--- config.mk ---
export PLATFORM = sky130hd
export DESIGN_NAME = rtu_silence_framed_receiver_core
export DESIGN_NICKNAME = d
export VERILOG_FILES = /design/src/rtl/rtusfr_pkg.sv /design/src/rtl/rtusfr_store.sv /design/src/rtl/rtusfr_ctrl.sv /design/src/rtl/rtu_silence_framed_receiver_core.sv
export SDC_FILE = /design/constraint.sdc
export NUM_CORES = 2
export LEC_CHECK = 0
export ABC_AREA = 1
export ABC_CLOCK_PERIOD_IN_PS = 10500
export BUFFER_PORTS_ARGS = -buffer_cell sky130_fd_sc_hd__buf_2
export CELL_PAD_IN_SITES_DETAIL_PLACEMENT = 2
export CELL_PAD_IN_SITES_GLOBAL_PLACEMENT = 2
export CORE_UTILIZATION = 45
export CTS_BUF_LIST = sky130_fd_sc_hd__clkbuf_8
export CTS_CLUSTER_DIAMETER = 200
export CTS_CLUSTER_SIZE = 40
export DETAILED_ROUTE_END_ITERATION = 8
export PLACE_DENSITY_LB_ADDON = 0.1
export SETUP_SLACK_MARGIN = 0.02
export SYNTH_ARGS = -nofsm -noshare
export SYNTH_HDL_FRONTEND = slang
export SYNTH_SLANG_ARGS = --single-unit
--- constraint.sdc ---
create_clock -name aclk -period 10.5 [get_ports aclk]
set_input_delay 1.575 -clock aclk [delete_from_list [all_inputs] [get_ports aclk]]
set_output_delay 1.575 -clock aclk [all_outputs]
set_load 0.03 [all_outputs]
--- src/rtl/rtusfr_pkg.sv ---
package rtusfr_pkg;

    // store geometry: two banks of FRAME_DEPTH bytes
    localparam int FRAME_DEPTH = 256;
    localparam int IDX_W       = $clog2(FRAME_DEPTH);
    localparam int CNT_W       = $clog2(FRAME_DEPTH + 1);
    localparam int ADDR_W      = $clog2(2 * FRAME_DEPTH);
    localparam int LEN_W       = 9;

    // silence register reset value and saturation limit
    localparam logic [7:0] SILENCE_RESET = 8'd35;
    localparam logic [7:0] SILENCE_MAX   = 8'd255;

    // register index of silence_bits
    localparam logic REG_SILENCE = 1'b0;

    typedef enum logic [1:0] {
        KIND_BYTE = 2'd0,
        KIND_TICK = 2'd1,
        KIND_READ = 2'd2,
        KIND_POLL = 2'd3
    } kind_t;

    typedef enum logic [1:0] {
        MODE_IDLE = 2'd0,
        MODE_RCV  = 2'd1,
        MODE_ERR  = 2'd2
    } mode_t;

    // byte store access request
    typedef struct packed {
        logic              wr_en;
        logic [ADDR_W-1:0] wr_addr;
        logic [7:0]        wr_data;
        logic [ADDR_W-1:0] rd_addr;
    } mem_req_t;

    // per-transaction result fields, read data excluded
    typedef struct packed {
        logic             frame_done;
        logic [LEN_W-1:0] frame_length;
        logic             ready_flag;
        logic             overflow;
        logic             rd_hit;
    } res_t;

endpackage

--- src/rtl/rtusfr_store.sv ---
module rtusfr_store (
    input  logic                  aclk,
    input  rtusfr_pkg::mem_req_t  req,
    input  logic                  rd_en,
    output logic [7:0]            rd_data
);

    logic [7:0] mem [2*rtusfr_pkg::FRAME_DEPTH];
    logic [7:0] rd_data_reg;

    // write port
    always_ff @(posedge aclk) begin
        if (req.wr_en) begin
            mem[req.wr_addr] <= req.wr_data;
        end
    end

    // registered read port, holds while not enabled
    always_ff @(posedge aclk) begin
        if (rd_en) begin
            rd_data_reg <= mem[req.rd_addr];
        end
    end

    assign rd_data = rd_data_reg;

endmodule

--- src/rtl/rtusfr_ctrl.sv ---
module rtusfr_ctrl (
    input  logic                  aclk,
    input  logic                  aresetn,
    input  logic                  fire,
    input  logic [1:0]            kind,
    input  logic [7:0]            rx_byte,
    input  logic [7:0]            read_index,
    input  logic [7:0]            silence_bits,
    output rtusfr_pkg::mem_req_t  req,
    output rtusfr_pkg::res_t      res
);

    rtusfr_pkg::mode_t              mode_reg, mode_next;
    logic [7:0]                     cnt_reg, cnt_next;
    logic                           armed_reg, armed_next;
    logic                           bank_reg, bank_next;
    logic [rtusfr_pkg::CNT_W-1:0]   fill_reg, fill_next;
    logic [rtusfr_pkg::CNT_W-1:0]   plen_reg, plen_next;
    logic                           flag_reg, flag_next;

    logic [7:0]                     cnt_inc;
    logic                           silence_end;
    logic                           store_full;
    logic [rtusfr_pkg::IDX_W-1:0]   fill_idx;
    logic [rtusfr_pkg::IDX_W-1:0]   rd_idx;
    rtusfr_pkg::kind_t              kind_t_val;

    assign kind_t_val  = rtusfr_pkg::kind_t'(kind);
    assign cnt_inc     = (cnt_reg < rtusfr_pkg::SILENCE_MAX) ? cnt_reg + 8'd1 : cnt_reg;
    assign silence_end = (cnt_inc >= silence_bits);
    assign store_full  = (fill_reg >= rtusfr_pkg::CNT_W'(rtusfr_pkg::FRAME_DEPTH));
    assign fill_idx    = fill_reg[rtusfr_pkg::IDX_W-1:0];
    assign rd_idx      = read_index[rtusfr_pkg::IDX_W-1:0];

    // store addressing: fill bank for writes, other bank for reads
    always_comb begin
        req.wr_data = rx_byte;
        req.wr_addr = bank_reg
            ? rtusfr_pkg::ADDR_W'(rtusfr_pkg::FRAME_DEPTH) + rtusfr_pkg::ADDR_W'(fill_idx)
            : rtusfr_pkg::ADDR_W'(fill_idx);
        req.rd_addr = bank_reg
            ? rtusfr_pkg::ADDR_W'(rd_idx)
            : rtusfr_pkg::ADDR_W'(rtusfr_pkg::FRAME_DEPTH) + rtusfr_pkg::ADDR_W'(rd_idx);
        req.wr_en   = fire && (kind_t_val == rtusfr_pkg::KIND_BYTE)
                      && (mode_reg != rtusfr_pkg::MODE_ERR) && !store_full;
    end

    // next state
    always_comb begin
        mode_next  = mode_reg;
        cnt_next   = cnt_reg;
        armed_next = armed_reg;
        bank_next  = bank_reg;
        fill_next  = fill_reg;
        plen_next  = plen_reg;
        flag_next  = flag_reg;
        unique case (kind_t_val)
            rtusfr_pkg::KIND_BYTE: begin
                if (mode_reg != rtusfr_pkg::MODE_ERR) begin
                    if (!store_full) begin
                        fill_next = fill_reg + rtusfr_pkg::CNT_W'(1);
                        mode_next = rtusfr_pkg::MODE_RCV;
                    end else begin
                        fill_next = '0;
                        mode_next = rtusfr_pkg::MODE_ERR;
                    end
                end
                armed_next = 1'b1;
                cnt_next   = '0;
            end
            rtusfr_pkg::KIND_TICK: begin
                if (armed_reg) begin
                    if (silence_end) begin
                        if (mode_reg == rtusfr_pkg::MODE_RCV) begin
                            flag_next = 1'b1;
                            plen_next = fill_reg;
                            bank_next = ~bank_reg;
                        end
                        fill_next  = '0;
                        mode_next  = rtusfr_pkg::MODE_IDLE;
                        armed_next = 1'b0;
                        cnt_next   = '0;
                    end else begin
                        cnt_next = cnt_inc;
                    end
                end
            end
            rtusfr_pkg::KIND_READ: begin
            end
            rtusfr_pkg::KIND_POLL: begin
                flag_next = 1'b0;
            end
            default: begin
            end
        endcase
    end

    // result fields
    always_comb begin
        res.frame_done   = (kind_t_val == rtusfr_pkg::KIND_TICK) && armed_reg && silence_end
                           && (mode_reg == rtusfr_pkg::MODE_RCV);
        res.overflow     = (kind_t_val == rtusfr_pkg::KIND_BYTE)
                           && (mode_reg != rtusfr_pkg::MODE_ERR) && store_full;
        res.ready_flag   = (kind_t_val == rtusfr_pkg::KIND_POLL) && flag_reg;
        res.rd_hit       = (kind_t_val == rtusfr_pkg::KIND_READ)
                           && (rtusfr_pkg::LEN_W'(read_index) < rtusfr_pkg::LEN_W'(plen_reg))
                           && (rtusfr_pkg::LEN_W'(read_index)
                               < rtusfr_pkg::LEN_W'(rtusfr_pkg::FRAME_DEPTH));
        res.frame_length = rtusfr_pkg::LEN_W'(plen_next);
    end

    // state registers, updated per accepted transaction
    always_ff @(posedge aclk) begin
        if (!aresetn) begin
            mode_reg  <= rtusfr_pkg::MODE_IDLE;
            cnt_reg   <= '0;
            armed_reg <= 1'b0;
            bank_reg  <= 1'b0;
            fill_reg  <= '0;
            plen_reg  <= '0;
            flag_reg  <= 1'b0;
        end else if (fire) begin
            mode_reg  <= mode_next;
            cnt_reg   <= cnt_next;
            armed_reg <= armed_next;
            bank_reg  <= bank_next;
            fill_reg  <= fill_next;
            plen_reg  <= plen_next;
            flag_reg  <= flag_next;
        end
    end

endmodule

--- src/rtl/rtu_silence_framed_receiver_core.sv ---
// pipeline: a result passes through the result stage and then the output register to the m_ channel
// throughput: one transaction per cycle while the m_ channel is not stalled, set by the
//   single-pass state update and the registered read port of the byte store
// reset: synchronous active-low aresetn clears mode, timer, bank, counts, flag and
//   pipeline valids; silence_bits returns to 35; byte store contents are not cleared
module rtu_silence_framed_receiver_core (
    input  logic        aclk,
    input  logic        aresetn,
    // input channel
    input  logic        s_valid,
    output logic        s_ready,
    input  logic [1:0]  s_kind,
    input  logic [7:0]  s_rx_byte,
    input  logic [7:0]  s_read_index,
    // result channel
    output logic        m_valid,
    input  logic        m_ready,
    output logic        m_frame_done,
    output logic [8:0]  m_frame_length,
    output logic [7:0]  m_read_data,
    output logic        m_ready_flag,
    output logic        m_overflow,
    // configuration port
    input  logic        psel,
    input  logic        penable,
    input  logic        pwrite,
    input  logic [2:0]  paddr,
    input  logic [31:0] pwdata,
    output logic [31:0] prdata,
    output logic        pready
);

    logic                  s_fire;
    logic                  s1_adv;
    logic                  s1_valid_reg;
    rtusfr_pkg::res_t      s1_res_reg;
    rtusfr_pkg::res_t      res;
    rtusfr_pkg::mem_req_t  req;
    logic [7:0]            rd_data;
    logic [7:0]            silence_reg;

    logic                  m_valid_reg;
    logic                  m_frame_done_reg;
    logic [8:0]            m_frame_length_reg;
    logic [7:0]            m_read_data_reg;
    logic                  m_ready_flag_reg;
    logic                  m_overflow_reg;

    // configuration register
    assign pready = 1'b1;
    assign prdata = (paddr[2] == rtusfr_pkg::REG_SILENCE) ? {24'd0, silence_reg} : 32'd0;

    always_ff @(posedge aclk) begin
        if (!aresetn) begin
            silence_reg <= rtusfr_pkg::SILENCE_RESET;
        end else if (psel && penable && pwrite && pready
                     && (paddr[2] == rtusfr_pkg::REG_SILENCE)) begin
            silence_reg <= pwdata[7:0];
        end
    end

    // pipeline handshake
    assign s1_adv  = s1_valid_reg && (!m_valid_reg || m_ready);
    assign s_ready = !s1_valid_reg || s1_adv;
    assign s_fire  = s_valid && s_ready;

    rtusfr_ctrl u_ctrl (
        .aclk         (aclk),
        .aresetn      (aresetn),
        .fire         (s_fire),
        .kind         (s_kind),
        .rx_byte      (s_rx_byte),
        .read_index   (s_read_index),
        .silence_bits (silence_reg),
        .req          (req),
        .res          (res)
    );

    rtusfr_store u_store (
        .aclk    (aclk),
        .req     (req),
        .rd_en   (s_fire),
        .rd_data (rd_data)
    );

    // result stage alongside the store read
    always_ff @(posedge aclk) begin
        if (!aresetn) begin
            s1_valid_reg <= 1'b0;
        end else if (s_fire) begin
            s1_valid_reg <= 1'b1;
        end else if (s1_adv) begin
            s1_valid_reg <= 1'b0;
        end
    end

    always_ff @(posedge aclk) begin
        if (s_fire) begin
            s1_res_reg <= res;
        end
    end

    // output register
    always_ff @(posedge aclk) begin
        if (!aresetn) begin
            m_valid_reg <= 1'b0;
        end else if (s1_adv) begin
            m_valid_reg <= 1'b1;
        end else if (m_ready) begin
            m_valid_reg <= 1'b0;
        end
    end

    always_ff @(posedge aclk) begin
        if (s1_adv) begin
            m_frame_done_reg   <= s1_res_reg.frame_done;
            m_frame_length_reg <= s1_res_reg.frame_length;
            m_read_data_reg    <= s1_res_reg.rd_hit ? rd_data : 8'd0;
            m_ready_flag_reg   <= s1_res_reg.ready_flag;
            m_overflow_reg     <= s1_res_reg.overflow;
        end
    end

    assign m_valid        = m_valid_reg;
    assign m_frame_done   = m_frame_done_reg;
    assign m_frame_length = m_frame_length_reg;
    assign m_read_data    = m_read_data_reg;
    assign m_ready_flag   = m_ready_flag_reg;
    assign m_overflow     = m_overflow_reg;

endmodule

* Word-level counts from Yosys, hierarchy flattened
Memory sizes are Yosys's and may differ from the RTL's. A register that Yosys moved wholly into a read port is not among the register bits. Cells that the tools add are included.
Cells by class: add/subtract/negate cells 4, $lt $le $gt $ge 4, equality and inequality tests 9, mux-type cells 34, bitwise gates (word level) 2, reduce and logical (&&, ||, !) cells 30
Operators with widths (count):
- 9-bit two-way mux | 10
- 8-bit two-way mux | 4
- 9-bit by 8-bit adder with 9-bit output (first input constant) | 2
- 9-bit one-hot mux with 2 select lines | 1
- 8-bit one-hot mux with 2 select lines | 1
- 1-bit logical AND | 15
- 5-bit AND reduction | 3
- 1-bit two-way mux | 11
- 9-bit by 1-bit adder with 9-bit output (second input constant) | 1
- 9-bit greater-or-equal comparator (second input constant) | 1
- 8-bit by 9-bit < comparator with 1-bit output | 1
- 8-bit by 1-bit adder with 8-bit output (second input constant) | 1
- 8-bit greater-or-equal comparator | 1
- 8-bit < comparator (second input constant) | 1
- 2-bit two-way mux | 4
- 2-bit nonzero test | 4
- 2-bit by 1-bit inequality test with 1-bit output (second input constant) | 3
- 2-bit by 1-bit equality test with 1-bit output (second input constant) | 2
- 2-bit equality test (second input constant) | 2
- 2-bit inequality test (second input constant) | 2
- 1-bit one-hot mux with 2 select lines | 2
- 2-bit one-hot mux with 2 select lines | 1
- 1-bit zero test | 3
- 3-bit AND reduction | 1
- other kinds (4) | 6
Word-level totals: register bits after elaboration 74, RAM bits 4096, input port bits 60, output and inout port bits 55, logic and storage cells 104, memories kept 1
Memories:
- u_store.mem | depth 512, width 8, read ports 1, clocked after Yosys merged registers in 1, write ports 1, line rtusfr_store.sv:8 | logic [7:0] mem [2*rtusfr_pkg::FRAME_DEPTH];

* Longest topological paths before layout
depth after elaboration 10, mapped depth 20, mapped depth without buffers 19

* Hierarchy
Synthesis repeated with hierarchy kept, for this count alone.
Unflattened totals: cells, all modules 14391, area total of the unflattened synthesis 170850.1 um^2
By module, submodules not included:
- rtusfr_store | times used 1, cells each 13891, area an instance 166808.7 um^2, sequential area each 123238.2 um^2
- rtusfr_ctrl | times used 1, cells each 343, area an instance 2257.2 um^2, sequential area each 620.6 um^2
- rtu_silence_framed_receiver_core | times used 1, cells each 157, area an instance 1784.2 um^2, sequential area each 1191.1 um^2

* Worst setup path before layout
OpenSTA, ideal clock, no wires.
kind in2reg, from input m_ready, to memory u_store.mem[240][0] (enable), setup time 395 ps, arrival time 3636 ps, data required time 10105 ps, setup slack 6470 ps, cell stages on the path 11, path buffers 1, cell sequence inv_1 > nand3_2 > nand2_1 > nor2_2 > nand2_1 > a21oi_2 > nand2_2 > nor2_8 > buf_4 > nand2_1 > nor4_1
On the way: cells in the longest elaborated chain, start to end 9
RTL lines:
- start, declared | line rtu_silence_framed_receiver_core.sv:17 | input logic m_ready,
- 1-bit logical OR | line rtu_silence_framed_receiver_core.sv:63 | assign s1_adv = s1_valid_reg && (!m_valid_reg || m_ready);
- 1-bit logical AND | line rtu_silence_framed_receiver_core.sv:63
- 1-bit logical OR | line rtu_silence_framed_receiver_core.sv:64 | assign s_ready = !s1_valid_reg || s1_adv;
- net s_ready | line rtu_silence_framed_receiver_core.sv:11 | output logic s_ready,
- 1-bit logical AND | line rtu_silence_framed_receiver_core.sv:65 | assign s_fire = s_valid && s_ready;
- 1-bit logical AND | line rtusfr_ctrl.sv:44 | req.wr_en = fire && (kind_t_val == rtusfr_pkg::KIND_BYTE)
- 1-bit logical AND (2 in series) | line rtusfr_ctrl.sv:45 | && (mode_reg != rtusfr_pkg::MODE_ERR) && !store_full;
- 1-bit two-way mux | line rtusfr_store.sv:13 | if (req.wr_en) begin
- 1-bit two-way mux (implied by the code) | line rtusfr_store.sv:14 | mem[req.wr_addr] <= req.wr_data;
- end, declared | line rtusfr_store.sv:8
The timed path passes the listed nets, and every way through them passes these cells.

==> metrics.md <==
| Metric | Value |
|---|---|
| Area contributors post-synth | edfxtp_1, nand3_1, nand2_1, clkbuf_1, nor2_1 |
| Clock buffer depth | 4 |
| Critical path's slowest cell | nor2_1 |
| Reg power frac | 69.7% |
| WP buf/inv | 2 |
| Post-CTS Setup Inserts | 0 |
| Syn avg cell area | 11.80 sq um |
| Routed Antenna Nets | 0 |
| Via density | 6.109 |
| Power per Cell Area | 150.1 mW/mm^2 |
| Synth-to-layout area growth | 3.783% |
| Num Clock Sinks | 4178 |
| Iteration-0 DRC Markers | 10.97k |
| First-pass GRT wire length | ~850000 um |
| EDFF count, synth | 4137 |
| CP Launch Type | flip-flop |
| Slew @ Worst Pin | approximately 1.4 ns |
| Top Family by Delay on Critical Path | simple AND/OR/NAND/NOR gates |
| CP max stage delay | 1.18 ns |
| Worst hold-check path type | flip-flop to flip-flop |
| RSZ-0062 raised after global routing | false |
| Reg2Reg Depth | 18 |
| CP endpoint kind | flip-flop |
| Die H | 614.7 um |
| Sw frac | 24.73% |
| Setup TNS | 0 ns |
| Number of global-route vias before repair | 123.4k |
| Synthesized cell area | roughly 0.17 sq mm |
| Largest net degree at the start of global routing | ~190 |
| YS warnings | 0 |
| Routability cong. | 0.8095 |
| Max Cap Viol | 0 |
| Root buf cell | clkbuf_8 |
| Post-DP HPWL | 350400 um |
| Wirelength, routed | 582500 um |
| CP Class | flip-flop to flip-flop |
| Die Wd | 614.7 um |
| Int Pwr | 0.01981 W |
| Worst-path clk slew | between 0.2 and 0.25 ns |
| Ys async rst share | 0% |
| CP Capture Point | u_store.mem[109][3]$_DFFE_PP_ |
| CTS tree | yes |
| Nets | around 14k |
| Clock latency on the worst-skew pair | 1.22 ns |
| Worst-case hold slack | about 0.43 ns |
| Worst-path cell chain | ha_1 > nand2_1 > nor3b_1 > nand3_1 > inv_1 > nor2_1 > nand2_1 > xnor2_1 > ha_1 > nand2_1 > nor2_1 > nand4_1 > nand4_1 > nand2_2 > nor2_8 > buf_4 > nand4_1 > nor2_1 |
| Crit path DAT | 7.34 ns |
| Crit path max fanout | 24 |
| Status | completed |
| Power share of the clock group | between 20% and 30% |
| Synth cell count leaders | nand2_1, edfxtp_1, nand3_1 |
| P_leak | 58.45 nW |
| Initial core utilization | 45.29% |
| Synth Register Bits | 4178 |
| Total core area | between 0.3 and 0.4 sq mm |
| RR Endpoint | u_store.mem[109][3]$_DFFE_PP_ |
| Initial antenna violation count | 27 |
| CP startpoint | u_ctrl.cnt_reg[0]$_SDFFE_PN0P_ |
| Layout cells sized above 1 | under 10% |
| Placed Area | 0.1735 sq mm |
| CTS H-Tree Depth | 3 |
| Total track usage | between 30 and 40% |
| Hold Vio Cnt, Final | 0 |
| Post-synth cell types | 33 |
| Final cycle utilization of the critical path | around three fifths |
| Cts repair resizes | 0 |
| CTS Hold Bufs | 0 |
| Maximum VDD drop | between 150 and 200 uV |
| Drt first pass iters | 6 |
| WP data required | about 11 ns |
| Comb pwr share | 8.2% |
| Vias | 114.2k |
| Fmax | 154.1 MHz |
| Worst path depth | 18 |
| Total power draw | 0.02632 W |
| Drt drc | 0 |
| Cell area after layout | 0.1753 sq mm |
| Cell taking the most area after synthesis | edfxtp_1 |
| FF-to-FF Start | u_ctrl.cnt_reg[0]$_SDFFE_PN0P_ |
| Port-buffer cells | 63 |
| Top FF cell, synth | edfxtp_1 |
| Synth Instances | 14.32k |
| Max FFs per register | 4096 |
| Row cnt | 224 |
| Drt wl/cell | around 31 um |
| Share of the synthesized area in the top cell type | roughly 74% |
| Seq/Total Area, Yosys | 74.02% |
| # IOs | 115 |
| Die footprint | around 0.38 sq mm |
| Final setup vio count | 0 |
| Max Slew Vio Count | 0 |
| Most common cell in the netlist | nand2_1 |
| Remaining global-route overflow | 0 |
| Reg2reg setup slack | 4.01 ns |
| Layout Skew | 0.1120 ns |
| P_sw | 0.006510 W |
| Minimum clock period | ~6.5 ns |
| Hold_sp | s1_res_reg[10]$_DFFE_PP_ |
| Slew headroom | under 10% |
| Total CTS buffers | 118 |
[worst register-to-register path, cell delays in order, from the launching register on]
cell and delay, ns:
dfxtp_1 0.47, ha_1 0.20, nand2_1 0.09, nor3b_1 0.42, nand3_1 0.29, inv_1 0.21
nor2_1 0.08, nand2_1 0.08, xnor2_1 0.09, ha_1 0.28, nand2_1 0.04, nor2_1 0.16
nand4_1 0.14, nand4_1 0.21, nand2_2 0.33, nor2_8 0.37, buf_4 0.39, nand4_1 1.09
nor2_1 1.20
[power by group through the flow]
stage / logic [W] / registers, W / clock network, W
floorplan: 0.00106 / 0.0187 / 0
global placement: 0.00202 / 0.0187 / 0
detailed placement: 0.00215 / 0.0187 / 0
CTS: 0.00215 / 0.0183 / 0.00589
global route: 0.00228 / 0.0183 / 0.00628
finish: 0.00215 / 0.0183 / 0.00584
[layer usage]
metal  GRT usage, %  wire [um]  up-vias
met3          2.402      27950      718
met5              0         36        -
met1          40.52     244400    61089
li1               -          -    49095
met2          51.82     288900     3288
met4          10.37      21160        6
[metrics by stage]
stage	util, %	setup WS [ns]	cells
after floorplan	-	6.470	14339
after global placement	46.52	4.118	18540
after detailed placement	46.52	4.071	18540
after CTS	46.99	4.051	18687
after global routing	47.00	3.609	18688
final	47.00	4.009	18693
[worst min-delay path by stage]
stage	to	slack, ns	cells after the start
global route	m_frame_length[7]$_DFFE_PP_	0.47	0
CTS	m_frame_length[7]$_DFFE_PP_	0.44	0
detailed placement	m_frame_done$_DFFE_PP_	0.41	0
global placement	m_frame_length[8]$_DFFE_PP_	0.41	0
floorplan	m_frame_done$_DFFE_PP_	0.40	0
finish	m_frame_length[7]$_DFFE_PP_	0.43	0
[layout make-up]
cell class / count / area (sq um)
diodes: 6 / 15.01
flip-flops and latches: 4178 / 125100
clock inverters: 28 / 135.1
inverters: 96 / 429.2
repair buffers: 245 / 2228
fillers: 36818 / 197700
clock buffers: 119 / 1638
multi-input cells: 9049 / 39610
well taps: 4972 / 6221
[kinds of logic after synthesis]
| kind of cell | count (synthesis) | share of synthesized area, % |
|---|---|---|
| AND/OR/NAND/NOR | 8914 | 22.91 |
| flip-flops | 4178 | 74.02 |
| buffers and inverters | 1112 | 2.627 |
| AO/OA/AOI/OAI | 85 | 0.2644 |
| adder cells (fa/ha/maj) | 20 | 0.1481 |
| XOR/XNOR | 5 | 0.02593 |
| other | 2 | 0.004445 |
[placed cells by master (no fill, tap or decap), types with 11 or more instances in the layout]
cell type  Yosys  routed
inv_4          0      13
inv_1         73      94
nand3_1     4095    4094
buf_4         26     150
buf_8          0      11
ha_1          20      20
clkbuf_8       0     119
dfxtp_1       41      41
nor2_1       559     556
conb_1         2      25
buf_2        133      49
buf_12         0      34
a21oi_1       45      44
edfxtp_1    4137    4137
nand2_1     4221    4219
o21ai_0       32      32
No activity file was read; power rests on OpenSTA's default activity.
